--- config.mk ---
export PLATFORM = sky130hd
export DESIGN_NAME = sm3_hash_engine
export DESIGN_NICKNAME = d
export VERILOG_FILES = /design/src/rtl/sm3_pkg.sv /design/src/rtl/sm3_front.sv /design/src/rtl/sm3_queue.sv /design/src/rtl/sm3_compress.sv /design/src/rtl/sm3_back.sv /design/src/rtl/sm3_hash_engine.sv
export SDC_FILE = /design/constraint.sdc
export NUM_CORES = 2
export LEC_CHECK = 0
export ABC_AREA = 0
export BUFFER_PORTS_ARGS = -buffer_cell sky130_fd_sc_hd__buf_4
export CAP_MARGIN = 20
export CORE_MARGIN = 1
export CORE_UTILIZATION = 39
export CTS_CLUSTER_SIZE = 20
export DETAILED_ROUTE_END_ITERATION = 10
export MAX_ROUTING_LAYER = met4
export SYNTH_ARGS = -nofsm -noshare
export SYNTH_HDL_FRONTEND = slang
export SYNTH_SLANG_ARGS = --single-unit
--- constraint.sdc ---
create_clock -name clk -period 26.3 [get_ports clk]
set_input_delay 0 -clock clk [delete_from_list [all_inputs] [get_ports clk]]
set_output_delay 0 -clock clk [all_outputs]
set_load 0.05 [all_outputs]
--- src/rtl/sm3_pkg.sv ---
// shared types, constants and round functions of the sm3 hash engine
package sm3_pkg;

    typedef struct packed {
        logic [31:0] data_word;
        logic [2:0]  byte_count;
        logic        last_word;
    } msg_beat_t;

    typedef struct packed {
        logic [31:0] digest_word;
        logic [2:0]  word_index;
        logic        last_digest;
    } digest_beat_t;

    typedef enum logic [1:0] {
        KIND_DATA      = 2'd0,
        KIND_LAST_FULL = 2'd1,
        KIND_LAST_PART = 2'd2
    } entry_kind_t;

    typedef struct packed {
        logic [31:0] word;
        entry_kind_t kind;
        logic [5:0]  add_bits;
    } q_entry_t;

    typedef struct packed {
        logic start;
        logic rearm;
    } cmp_ctrl_t;

    typedef logic [15:0][31:0] block_t;
    typedef logic [7:0][31:0]  chain_t;

    localparam logic [31:0] T_LOW     = 32'h79cc4519;
    localparam logic [31:0] T_HIGH    = 32'h7a879d8a;
    localparam logic [7:0]  PAD_BYTE  = 8'h80;
    localparam logic [31:0] PAD_WORD  = {PAD_BYTE, 24'h000000};
    localparam int          PAD_LIMIT = 56;
    localparam logic [3:0]  LEN_SLOT  = 4'(PAD_LIMIT / 4);
    localparam logic [3:0]  LAST_SLOT = 4'd15;

    localparam chain_t SM3_IV = {
        32'hb0fb0e4e, 32'he38dee4d, 32'h163138aa, 32'ha96f30bc,
        32'hda8a0600, 32'h172442d7, 32'h4914b2b9, 32'h7380166f
    };

    function automatic logic [31:0] rol32(input logic [31:0] x, input int unsigned n);
        logic [63:0] dbl;
        dbl = {x, x} << n;
        return dbl[63:32];
    endfunction

    function automatic logic [31:0] perm0(input logic [31:0] x);
        return x ^ rol32(x, 9) ^ rol32(x, 17);
    endfunction

    function automatic logic [31:0] perm1(input logic [31:0] x);
        return x ^ rol32(x, 15) ^ rol32(x, 23);
    endfunction

endpackage

--- src/rtl/sm3_front.sv ---
// front end: takes message beats, masks and pads a partial final word, tags each entry
module sm3_front
    import sm3_pkg::*;
(
    input  logic      msg_valid,
    input  msg_beat_t msg,
    output logic      msg_stall,
    input  logic      q_full,
    output logic      q_push,
    output q_entry_t  q_entry
);

    logic [2:0]  bc_sat;
    logic [5:0]  shift;
    logic [31:0] keep;
    logic [31:0] pad;

    always_comb
    begin
        bc_sat = (msg.byte_count > 3'd4) ? 3'd4 : msg.byte_count;
        shift  = {bc_sat, 3'b000};
        keep   = ~(32'hffffffff >> shift);
        pad    = PAD_WORD >> shift;

        if (!msg.last_word)
        begin
            q_entry.word     = msg.data_word;
            q_entry.kind     = KIND_DATA;
            q_entry.add_bits = 6'd32;
        end
        else if (bc_sat == 3'd4)
        begin
            q_entry.word     = msg.data_word;
            q_entry.kind     = KIND_LAST_FULL;
            q_entry.add_bits = 6'd32;
        end
        else
        begin
            // unused bytes dropped, pad byte right after the last valid one
            q_entry.word     = (msg.data_word & keep) | pad;
            q_entry.kind     = KIND_LAST_PART;
            q_entry.add_bits = shift;
        end
    end

    assign msg_stall = q_full;
    assign q_push    = msg_valid && !q_full;

endmodule

--- src/rtl/sm3_queue.sv ---
// small fifo of classified entries between front and back
module sm3_queue
    import sm3_pkg::*;
#(
    parameter int DEPTH = 4
)
(
    input  logic     clk,
    input  logic     rst_n,
    input  logic     push,
    input  q_entry_t push_data,
    output logic     full,
    input  logic     pop,
    output q_entry_t pop_data,
    output logic     empty
);

    localparam int PTR_W = (DEPTH > 1) ? $clog2(DEPTH) : 1;
    localparam int CNT_W = $clog2(DEPTH + 1);

    q_entry_t           mem_reg [DEPTH];
    logic [PTR_W-1:0]   wr_ptr_reg, wr_ptr_next;
    logic [PTR_W-1:0]   rd_ptr_reg, rd_ptr_next;
    logic [CNT_W-1:0]   count_reg, count_next;
    logic               do_push, do_pop;

    assign full     = (count_reg == CNT_W'(DEPTH));
    assign empty    = (count_reg == '0);
    assign do_push  = push && !full;
    assign do_pop   = pop && !empty;
    assign pop_data = mem_reg[rd_ptr_reg];

    always_comb
    begin
        wr_ptr_next = wr_ptr_reg;
        rd_ptr_next = rd_ptr_reg;
        count_next  = count_reg;
        if (do_push)
        begin
            wr_ptr_next = (wr_ptr_reg == PTR_W'(DEPTH - 1)) ? '0 : wr_ptr_reg + 1'b1;
        end
        if (do_pop)
        begin
            rd_ptr_next = (rd_ptr_reg == PTR_W'(DEPTH - 1)) ? '0 : rd_ptr_reg + 1'b1;
        end
        if (do_push && !do_pop)
        begin
            count_next = count_reg + 1'b1;
        end
        else if (do_pop && !do_push)
        begin
            count_next = count_reg - 1'b1;
        end
    end

    always_ff @(posedge clk or negedge rst_n)
    begin
        if (!rst_n)
        begin
            wr_ptr_reg <= '0;
            rd_ptr_reg <= '0;
            count_reg  <= '0;
        end
        else
        begin
            wr_ptr_reg <= wr_ptr_next;
            rd_ptr_reg <= rd_ptr_next;
            count_reg  <= count_next;
        end
    end

    always_ff @(posedge clk)
    begin
        if (do_push)
        begin
            mem_reg[wr_ptr_reg] <= push_data;
        end
    end

endmodule

--- src/rtl/sm3_compress.sv ---
// compression unit: one sm3 round per cycle, message expansion in a 16-word shift line
module sm3_round_core
    import sm3_pkg::*;
(
    input  logic      clk,
    input  logic      rst_n,
    input  cmp_ctrl_t ctrl,
    input  block_t    block,
    output logic      busy,
    output chain_t    chain
);

    typedef enum logic [2:0] {
        CMP_IDLE  = 3'b001,
        CMP_ROUND = 3'b010,
        CMP_FOLD  = 3'b100
    } cmp_state_t;

    cmp_state_t  state_reg, state_next;
    logic [5:0]  round_reg, round_next;
    logic [31:0] t_reg, t_next;
    chain_t      chain_reg, chain_next;
    chain_t      v_reg, v_next;
    block_t      w_reg, w_next;

    logic [31:0] a12, ss1, ss2, ff, gg, tt1, tt2, w_new;
    chain_t      v_round;
    logic        early;

    assign busy  = (state_reg != CMP_IDLE);
    assign chain = chain_reg;

    always_comb
    begin
        early = (round_reg[5:4] == 2'b00);
        a12   = rol32(v_reg[0], 12);
        ss1   = rol32(a12 + v_reg[4] + t_reg, 7);
        ss2   = ss1 ^ a12;
        if (early)
        begin
            ff = v_reg[0] ^ v_reg[1] ^ v_reg[2];
            gg = v_reg[4] ^ v_reg[5] ^ v_reg[6];
        end
        else
        begin
            ff = (v_reg[0] & v_reg[1]) | (v_reg[0] & v_reg[2]) | (v_reg[1] & v_reg[2]);
            gg = (v_reg[4] & v_reg[5]) | (~v_reg[4] & v_reg[6]);
        end
        tt1 = ff + v_reg[3] + ss2 + (w_reg[0] ^ w_reg[4]);
        tt2 = gg + v_reg[7] + ss1 + w_reg[0];

        v_round[0] = tt1;
        v_round[1] = v_reg[0];
        v_round[2] = rol32(v_reg[1], 9);
        v_round[3] = v_reg[2];
        v_round[4] = perm0(tt2);
        v_round[5] = v_reg[4];
        v_round[6] = rol32(v_reg[5], 19);
        v_round[7] = v_reg[6];

        // word j+16 of the expanded schedule
        w_new = perm1(w_reg[0] ^ w_reg[7] ^ rol32(w_reg[13], 15))
                ^ rol32(w_reg[3], 7) ^ w_reg[10];
    end

    always_comb
    begin
        state_next = state_reg;
        round_next = round_reg;
        t_next     = t_reg;
        chain_next = chain_reg;
        v_next     = v_reg;
        w_next     = w_reg;
        unique case (state_reg)
            CMP_IDLE:
            begin
                if (ctrl.rearm)
                begin
                    chain_next = SM3_IV;
                end
                else if (ctrl.start)
                begin
                    w_next     = block;
                    v_next     = chain_reg;
                    t_next     = T_LOW;
                    round_next = '0;
                    state_next = CMP_ROUND;
                end
            end
            CMP_ROUND:
            begin
                v_next     = v_round;
                w_next     = {w_new, w_reg[15:1]};
                t_next     = (round_reg == 6'd15) ? rol32(T_HIGH, 16) : rol32(t_reg, 1);
                round_next = round_reg + 1'b1;
                if (round_reg == 6'd63)
                begin
                    state_next = CMP_FOLD;
                end
            end
            CMP_FOLD:
            begin
                chain_next = chain_reg ^ v_reg;
                state_next = CMP_IDLE;
            end
            default:
            begin
                state_next = CMP_IDLE;
            end
        endcase
    end

    always_ff @(posedge clk or negedge rst_n)
    begin
        if (!rst_n)
        begin
            state_reg <= CMP_IDLE;
            chain_reg <= SM3_IV;
        end
        else
        begin
            state_reg <= state_next;
            chain_reg <= chain_next;
        end
    end

    always_ff @(posedge clk)
    begin
        round_reg <= round_next;
        t_reg     <= t_next;
        v_reg     <= v_next;
        w_reg     <= w_next;
    end

endmodule

--- src/rtl/sm3_back.sv ---
// back end: block assembly, padding and length words, digest output register
module sm3_back
    import sm3_pkg::*;
(
    input  logic         clk,
    input  logic         rst_n,
    input  logic         q_empty,
    input  q_entry_t     q_entry,
    output logic         q_pop,
    output cmp_ctrl_t    cmp_ctrl,
    output block_t       cmp_block,
    input  logic         cmp_busy,
    input  chain_t       chain,
    output logic         digest_valid,
    output digest_beat_t digest,
    input  logic         digest_stall
);

    typedef enum logic [6:0] {
        B_IDLE  = 7'b0000001,
        B_PAD   = 7'b0000010,
        B_ZERO  = 7'b0000100,
        B_LENHI = 7'b0001000,
        B_LENLO = 7'b0010000,
        B_WAIT  = 7'b0100000,
        B_EMIT  = 7'b1000000
    } back_state_t;

    back_state_t  state_reg, state_next;
    logic [3:0]   fill_reg, fill_next;
    logic [63:0]  bits_reg, bits_next;
    logic [2:0]   idx_reg, idx_next;
    block_t       buf_reg;
    logic         out_valid_reg, out_valid_next;
    digest_beat_t out_reg, out_next;

    logic         push_req, push_ok, out_load;
    logic [31:0]  push_word;

    assign digest_valid = out_valid_reg;
    assign digest       = out_reg;
    assign out_load     = (state_reg == B_EMIT) && (!out_valid_reg || !digest_stall);

    always_comb
    begin
        push_req  = 1'b0;
        push_word = '0;
        unique case (state_reg)
            B_IDLE:
            begin
                push_req  = !q_empty;
                push_word = q_entry.word;
            end
            B_PAD:
            begin
                push_req  = 1'b1;
                push_word = PAD_WORD;
            end
            B_ZERO:
            begin
                push_req  = (fill_reg != LEN_SLOT);
            end
            B_LENHI:
            begin
                push_req  = 1'b1;
                push_word = bits_reg[63:32];
            end
            B_LENLO:
            begin
                push_req  = 1'b1;
                push_word = bits_reg[31:0];
            end
            B_WAIT, B_EMIT:
            begin
                push_req  = 1'b0;
            end
            default:
            begin
                push_req  = 1'b0;
            end
        endcase

        // the word that completes a block waits for the compressor
        push_ok        = push_req && ((fill_reg != LAST_SLOT) || !cmp_busy);
        cmp_block      = buf_reg;
        cmp_block[15]  = push_word;
    end

    always_comb
    begin
        state_next     = state_reg;
        fill_next      = push_ok ? fill_reg + 1'b1 : fill_reg;
        bits_next      = bits_reg;
        idx_next       = idx_reg;
        q_pop          = 1'b0;
        cmp_ctrl.start = push_ok && (fill_reg == LAST_SLOT);
        cmp_ctrl.rearm = 1'b0;
        out_next       = out_reg;
        out_valid_next = out_valid_reg && digest_stall;
        unique case (state_reg)
            B_IDLE:
            begin
                if (push_ok)
                begin
                    q_pop     = 1'b1;
                    bits_next = bits_reg + {58'd0, q_entry.add_bits};
                    unique case (q_entry.kind)
                        KIND_DATA:      state_next = B_IDLE;
                        KIND_LAST_FULL: state_next = B_PAD;
                        KIND_LAST_PART: state_next = B_ZERO;
                        default:        state_next = B_IDLE;
                    endcase
                end
            end
            B_PAD:
            begin
                if (push_ok)
                begin
                    state_next = B_ZERO;
                end
            end
            B_ZERO:
            begin
                // zeros up to the length slot, through an extra block if needed
                if (fill_reg == LEN_SLOT)
                begin
                    state_next = B_LENHI;
                end
            end
            B_LENHI:
            begin
                if (push_ok)
                begin
                    state_next = B_LENLO;
                end
            end
            B_LENLO:
            begin
                if (push_ok)
                begin
                    state_next = B_WAIT;
                end
            end
            B_WAIT:
            begin
                if (!cmp_busy)
                begin
                    idx_next   = '0;
                    state_next = B_EMIT;
                end
            end
            B_EMIT:
            begin
                if (out_load)
                begin
                    out_valid_next       = 1'b1;
                    out_next.digest_word = chain[idx_reg];
                    out_next.word_index  = idx_reg;
                    out_next.last_digest = (idx_reg == 3'd7);
                    idx_next             = idx_reg + 1'b1;
                    if (idx_reg == 3'd7)
                    begin
                        cmp_ctrl.rearm = 1'b1;
                        bits_next      = '0;
                        state_next     = B_IDLE;
                    end
                end
            end
            default:
            begin
                state_next = B_IDLE;
            end
        endcase
    end

    always_ff @(posedge clk or negedge rst_n)
    begin
        if (!rst_n)
        begin
            state_reg     <= B_IDLE;
            fill_reg      <= '0;
            bits_reg      <= '0;
            idx_reg       <= '0;
            out_valid_reg <= 1'b0;
        end
        else
        begin
            state_reg     <= state_next;
            fill_reg      <= fill_next;
            bits_reg      <= bits_next;
            idx_reg       <= idx_next;
            out_valid_reg <= out_valid_next;
        end
    end

    always_ff @(posedge clk)
    begin
        out_reg <= out_next;
        if (push_ok)
        begin
            buf_reg[fill_reg] <= push_word;
        end
    end

endmodule

--- src/rtl/sm3_hash_engine.sv ---
// sm3 hash engine top level: front end, entry queue, back end and compressor
//
// message beats come in on msg (msg_valid / msg_stall): 32-bit big-endian words,
// byte_count gives the valid leading bytes of the final word, last_word ends a message.
// each message yields eight digest beats on digest (digest_valid / digest_stall),
// word_index 0 first, last_digest set on the eighth.
// a 16-word block keeps the compressor busy for its 64 rounds, one per cycle, and the
// chaining fold, and the next block can start once the compressor is idle again;
// the next block fills while the current one is compressed.
// after the final word the back end writes the padding and length words, the word that
// completes a block waiting for the compressor, waits for the last one or two compressions
// and then loads one digest beat per cycle into the output register while not stalled.
// the entry queue (QUEUE_DEPTH entries) lets the input keep flowing while the back end
// waits on the compressor or on a stalled receiver; msg_stall rises only when it is full.
// a stalled digest beat holds in the output register and emission pauses.
// reset clears the queue, the length counter and the block fill, and loads the iv;
// after the last digest beat the engine re-arms with the iv by itself.
module sm3_hash_engine
    import sm3_pkg::*;
#(
    parameter int QUEUE_DEPTH = 4
)
(
    input  logic         clk,
    input  logic         rst_n,
    input  logic         msg_valid,
    input  msg_beat_t    msg,
    output logic         msg_stall,
    output logic         digest_valid,
    output digest_beat_t digest,
    input  logic         digest_stall
);

    logic      q_push, q_full, q_pop, q_empty;
    q_entry_t  q_in, q_out;
    cmp_ctrl_t cmp_ctrl;
    block_t    cmp_block;
    logic      cmp_busy;
    chain_t    chain;

    sm3_front u_front (
        .msg_valid (msg_valid),
        .msg       (msg),
        .msg_stall (msg_stall),
        .q_full    (q_full),
        .q_push    (q_push),
        .q_entry   (q_in)
    );

    sm3_queue #(
        .DEPTH (QUEUE_DEPTH)
    ) u_queue (
        .clk       (clk),
        .rst_n     (rst_n),
        .push      (q_push),
        .push_data (q_in),
        .full      (q_full),
        .pop       (q_pop),
        .pop_data  (q_out),
        .empty     (q_empty)
    );

    sm3_back u_back (
        .clk          (clk),
        .rst_n        (rst_n),
        .q_empty      (q_empty),
        .q_entry      (q_out),
        .q_pop        (q_pop),
        .cmp_ctrl     (cmp_ctrl),
        .cmp_block    (cmp_block),
        .cmp_busy     (cmp_busy),
        .chain        (chain),
        .digest_valid (digest_valid),
        .digest       (digest),
        .digest_stall (digest_stall)
    );

    sm3_round_core u_compress (
        .clk   (clk),
        .rst_n (rst_n),
        .ctrl  (cmp_ctrl),
        .block (cmp_block),
        .busy  (cmp_busy),
        .chain (chain)
    );

endmodule
-- Word-level counts from Yosys, hierarchy flattened
Memories as Yosys holds them, arrays and structs flattened.
Index checks and enable logic that the tools add are counted.
- memories: 1
- memory bits (writable): 160
- bits in registers: 1699
- bits of input ports: 40
- logic and storage cells: 243
- bitwise operators: 27
- $add $sub $neg: 16
- shift-type cells: 2
- reductions and logical operators: 34
- mux-type cells: 61
- $lt $le $gt $ge: 4
- equality and inequality tests: 36
- memory list (memory ; depth ; bits a word ; rd ports ; clocked after memory_dff ; write ports ; line ; source):
    u_queue.mem_reg ; 4 ; 40 ; 1 ; 0 ; 1 ; sm3_queue.sv:21 ; q_entry_t mem_reg [DEPTH];
- operator list (operator ; count):
    two-way mux 512 bit ; 2
    one-hot mux 256 bit (2 select lines) ; 2
    one-hot mux 512 bit (2 select lines) ; 1
    two-way mux 256 bit ; 3
    bitwise mux 512 bit ; 1
    bitwise XOR 32 bit ; 14
    adder 32 bit ; 8
    bitwise XOR 256 bit ; 1
    two-way mux 32 bit ; 7
    AND 32 bit ; 6
    two-way mux 64 bit ; 3
    demux 32 bit (select 4 bit) ; 1
    bitwise OR 32 bit ; 4
    one-hot mux 32 bit (4 select lines) ; 1
    one-hot mux 64 bit (2 select lines) ; 1
    binary-select mux 32 bit (select 3 bit) ; 1
    two-way mux 40 bit ; 2
    adder 64 x 6 -> 64 bit ; 1
    NOT 32 bit ; 2
    one-hot mux 32 bit (2 select lines) ; 1
    >> shifter 32 x 6 -> 32 bit (first input constant) ; 2
    two-way mux 7 bit ; 8
    one-hot mux 7 bit (7 select lines) ; 1
    two-way mux 3 bit ; 8
    other kinds (45) ; 99

-- Logic depth before layout (Yosys ltp)
- word-level depth: 10
- mapped depth: 30

-- Cells and area by module
Synthesis repeated with hierarchy kept, for this count alone.
- cell total of the unflattened synthesis: 7669
- area total of the unflattened synthesis: 87850.5 um2
- modules (own cells, without submodules) (module ; cells each ; times used ; area an instance (um2) ; seq. area each (um2)):
    sm3_round_core ; 6106 ; 1 ; 58646.2 ; 30834.6
    sm3_back ; 1265 ; 1 ; 22594.2 ; 17473.0
    sm3_queue ; 247 ; 1 ; 6211.0 ; 4979.8
    sm3_front ; 51 ; 1 ; 399.1 ; 0.0

-- Least setup slack after synthesis
No wires, ideal clock.
- path kind: register to register
- from: register u_back.state_reg[1]
- to: register u_compress.v_reg, in the netlist u_compress.a12[0] (enable)
- setup slack: 7.471 ns
- cell stages (with the launch flop): 9
- data arrival time: 17.681 ns
- cells stage by stage: dfrtp_1 > or3_4 > or3_1 > nor3b_2 > nor3_1 > a32oi_1 > buf_2 > a31oi_1 > inv_1
- cells in the longest elaborated chain, start to end: 7
- ends and longest elaborated chain (item ; line ; source):
    start: declaration ; sm3_back.sv:29 ; back_state_t state_reg, state_next;
    start signal: assignment ; sm3_back.sv:188 ; state_reg <= state_next;
    equality test 7 x 2 -> 1 bit, or another cell as far along ; sm3_back.sv:48 ; unique case (state_reg)
    OR reduction 3 bit (no line) ; - ;
    one-hot mux 1 bit (3 select lines) ; sm3_back.sv:48 ;
    logical AND 1 bit ; sm3_back.sv:84 ; push_ok = push_req && ((fill_reg != LAST_SLOT) || !cmp_busy);
    logical AND 1 bit ; sm3_back.sv:96 ; cmp_ctrl.start = push_ok && (fill_reg == LAST_SLOT);
    inequality test 2 bit (no line) ; - ;
    AND reduction 3 bit (no line) (*) ; - ;
    end signal: assignment ; sm3_compress.sv:131 ; v_reg <= v_next;
    end: declaration ; sm3_compress.sv:23 ; chain_t v_reg, v_next;
Mark *: on every way between the ends. The rest lies on a longest branch, timed or not.
A chain may end at the register's enable or synchronous reset.

==> reports/metrics.cfg <==
[outcome]
outcome=complete, no violations

[yosys]
syn_area_mm2=0.0851
ys_seq_elements=1812
syn_inst=7205
synthFlopType=edfxtp_1
synth_cell_types=85
synth-edff-count=1470
synth_area_per_cell_um2=11.8
syn_nets=7545
yosysWarnings=0
ys_seq_area_frac=0.621
async_flop_share=0.189

[detailed_routing]
dr.pass1.iters=6
route.vias.total=55600
avgViaCountPerCell=5.40
drc=0
ant_nets=0
wirelength_um=269000
wl_per_cell_um=26.1
dr.first_iter.drc_count=5788

[setup_path]
cp.required_ns=26.87
critPathKind=reg -> reg
r2r_start=u_compress.a12[1]$_DFFE_PP_
r2r-end=u_compress.a12[10]$_DFFE_PP_
slowest_stage=a2111oi_2
crit_path_max_incr_delay_ns=0.65
worstSetupStartpointType=register
cp_max_fo=4
worstSetupEndpointType=register
r2r_slack_ns=17.41
cp.arrival_ns=9.46
r2r_cells=29

[global_route]
overflow=0
grt_max_degree=197
antenna_found_initial=10
grt_pass1_wl_um=384000
grt_pass1_vias=53700
grtUsageTotal=0.251

[floorplan]
initial_core_util=0.392
die_w_um=469
ios=78
rows=171
die_h_um=469
coreArea_mm2=0.217
die-area_mm2=0.220

[timing]
grt_setup_unrepaired=no
fin_ws_ns=17.41
period_share=0.338
layout_min_cycle_time_ns=8.89
tns_ns=0
hold_viol_final=0
max_slew.worst_pin.slew_ns=1.24
maxSlewHeadroom=0.165
setup_viol=0
maxSlewViolCount=0
timing.fmax_mhz=112
fin_skew_ns=0.0634

[layout]
final_cell_mix=2394 x nand2_1, 1470 x edfxtp_1, 350 x xnor2_1
drive_above_1_share=0.101
largest_reg_flops=512
final_common_cell=nand2_1
stdcell_area_mm2=0.0956
area_growth_pct=12.3
nets=7621

[clock_tree]
clk_latency_ns=0.87
h-tree-depth=4
path_clk_slew_ns=0.07
holdBufCountCts=53
cts_buffers=187
cts_resized=0
clock-root-buffer=clkbuf_16
cts_tree=built
clockBufferDepth=3
cts_sinks=1812
cts_setup_buffers=0

[place]
port_buffers=77
gp_congestion=0.943
placed_cell_area_mm2=0.0889
dp_slack_ns=17.49
place_hpwl_um=183000

[min_path]
hold_depth=3
hold_start=msg[7]
hold_path.class=in -> reg
hold_end=u_queue.mem_reg[2][11]$_DFFE_PP_

[power_and_ir_drop]
leakage_nw=36.4
power.total_w=0.0127
ir_worst_vdd_uv=224
p_per_area_mw_per_mm2=133

[job]
maxCapViolCount=0

[area by class of cell]
class                      instances  area, um^2
fill                           20000      121000
sequential                      1812       52900
multi-input combinational       4878       30500
clock buffer                     261        5140
tap                             2854        3570
timing repair buffer             220        1880
clock inverter                    86         952
inverter                         182         691
antenna                            6        15.0
[worst max-delay path by stage]
stage                                    start                            to  slack (ns)
2_1_floorplan  u_back.state_reg[1]$_DFFE_PN0P_   u_compress.a12[0]$_DFFE_PP_        7.47
3_3_place_gp       u_compress.a12[1]$_DFFE_PP_  u_compress.a12[10]$_DFFE_PP_       17.52
3_5_place_dp       u_compress.a12[1]$_DFFE_PP_  u_compress.a12[10]$_DFFE_PP_       17.49
4_1_cts            u_compress.a12[1]$_DFFE_PP_  u_compress.a12[10]$_DFFE_PP_       17.47
5_1_grt            u_compress.a12[1]$_DFFE_PP_  u_compress.a12[10]$_DFFE_PP_       16.93
6_report           u_compress.a12[1]$_DFFE_PP_  u_compress.a12[10]$_DFFE_PP_       17.41
[synth_stat cells, types with 11 or more instances]
master / instances / area, um^2
mux2_2: 41 / 462
fa_1: 190 / 3800
and2_1: 33 / 206
a211oi_1: 136 / 1020
ha_1: 110 / 1380
mux4_2: 101 / 2270
a21o_1: 44 / 330
o21a_1: 24 / 180
buf_2: 14 / 70.1
o22ai_1: 16 / 100
a221o_1: 20 / 200
a21oi_1: 140 / 701
nand2_1: 2394 / 8990
xnor2_1: 350 / 3070
o211ai_1: 11 / 82.6
xor2_1: 135 / 1180
mux2i_1: 32 / 320
a31oi_1: 141 / 882
o21ai_0: 287 / 1440
or3_1: 26 / 163
and2_0: 20 / 125
clkbuf_1: 303 / 1140
buf_1: 14 / 52.6
inv_1: 182 / 683
nor2_1: 196 / 736
nand3_1: 179 / 896
nor2b_1: 42 / 263
dfrtp_1: 221 / 5530
nand2b_1: 19 / 119
dfstp_2: 121 / 3180
and3_1: 31 / 194
nor3_1: 43 / 215
edfxtp_1: 1470 / 44100
[power by group]
part | switching, W | internal (W) | total (W)
sequential | 0.000277 | 0.00373 | 0.00401
clock | 0.00118 | 0.00147 | 0.00265
combinational | 0.00388 | 0.00217 | 0.00605
[cells by family (layout without fill, tap and decap cells)]
logic type	count (synthesis)	after routing	synth area share
XOR/XNOR	485	485	0.0499
multiplexers	175	175	0.0360
other	0	6	0
adder cells (fa/ha/maj)	300	300	0.0609
flip-flops	1812	1812	0.621
buffers and inverters	515	749	0.0230
AO/OA/AOI/OAI	890	890	0.0652
AND/OR/NAND/NOR	3028	3028	0.144
[metal layers]
| metal | track usage | vias to the layer above | share of wire |
|---|---|---|---|
| li1 | - | 25200 | - |
| met1 | 0.335 | 28300 | 0.43 |
| met2 | 0.395 | 1785 | 0.48 |
| met3 | 0.0332 | 352 | 0.056 |
| met4 | 0.0834 | 0 | 0.035 |
| met5 | - | - | 0 |
[through the flow]
stage	utilization	instances	hold slack, ns
after global placement	0.410	9889	0.125
after CTS	0.440	10300	0.00846
final	0.441	10300	0.0738
after floorplan	-	7205	-0.296
after global routing	0.441	10300	0.0644
after detailed placement	0.410	9892	0.133
[critical path, delay by kind of cell (launching register included)]
kind            cells  cell delay, ns
compound gates     13            4.03
flops               1            0.40
buf+inv             4            0.30
xor+xnor            3            0.94
fa+ha+maj           6            2.18
simple gates        3            0.74
(Power assumes the default switching activity.)
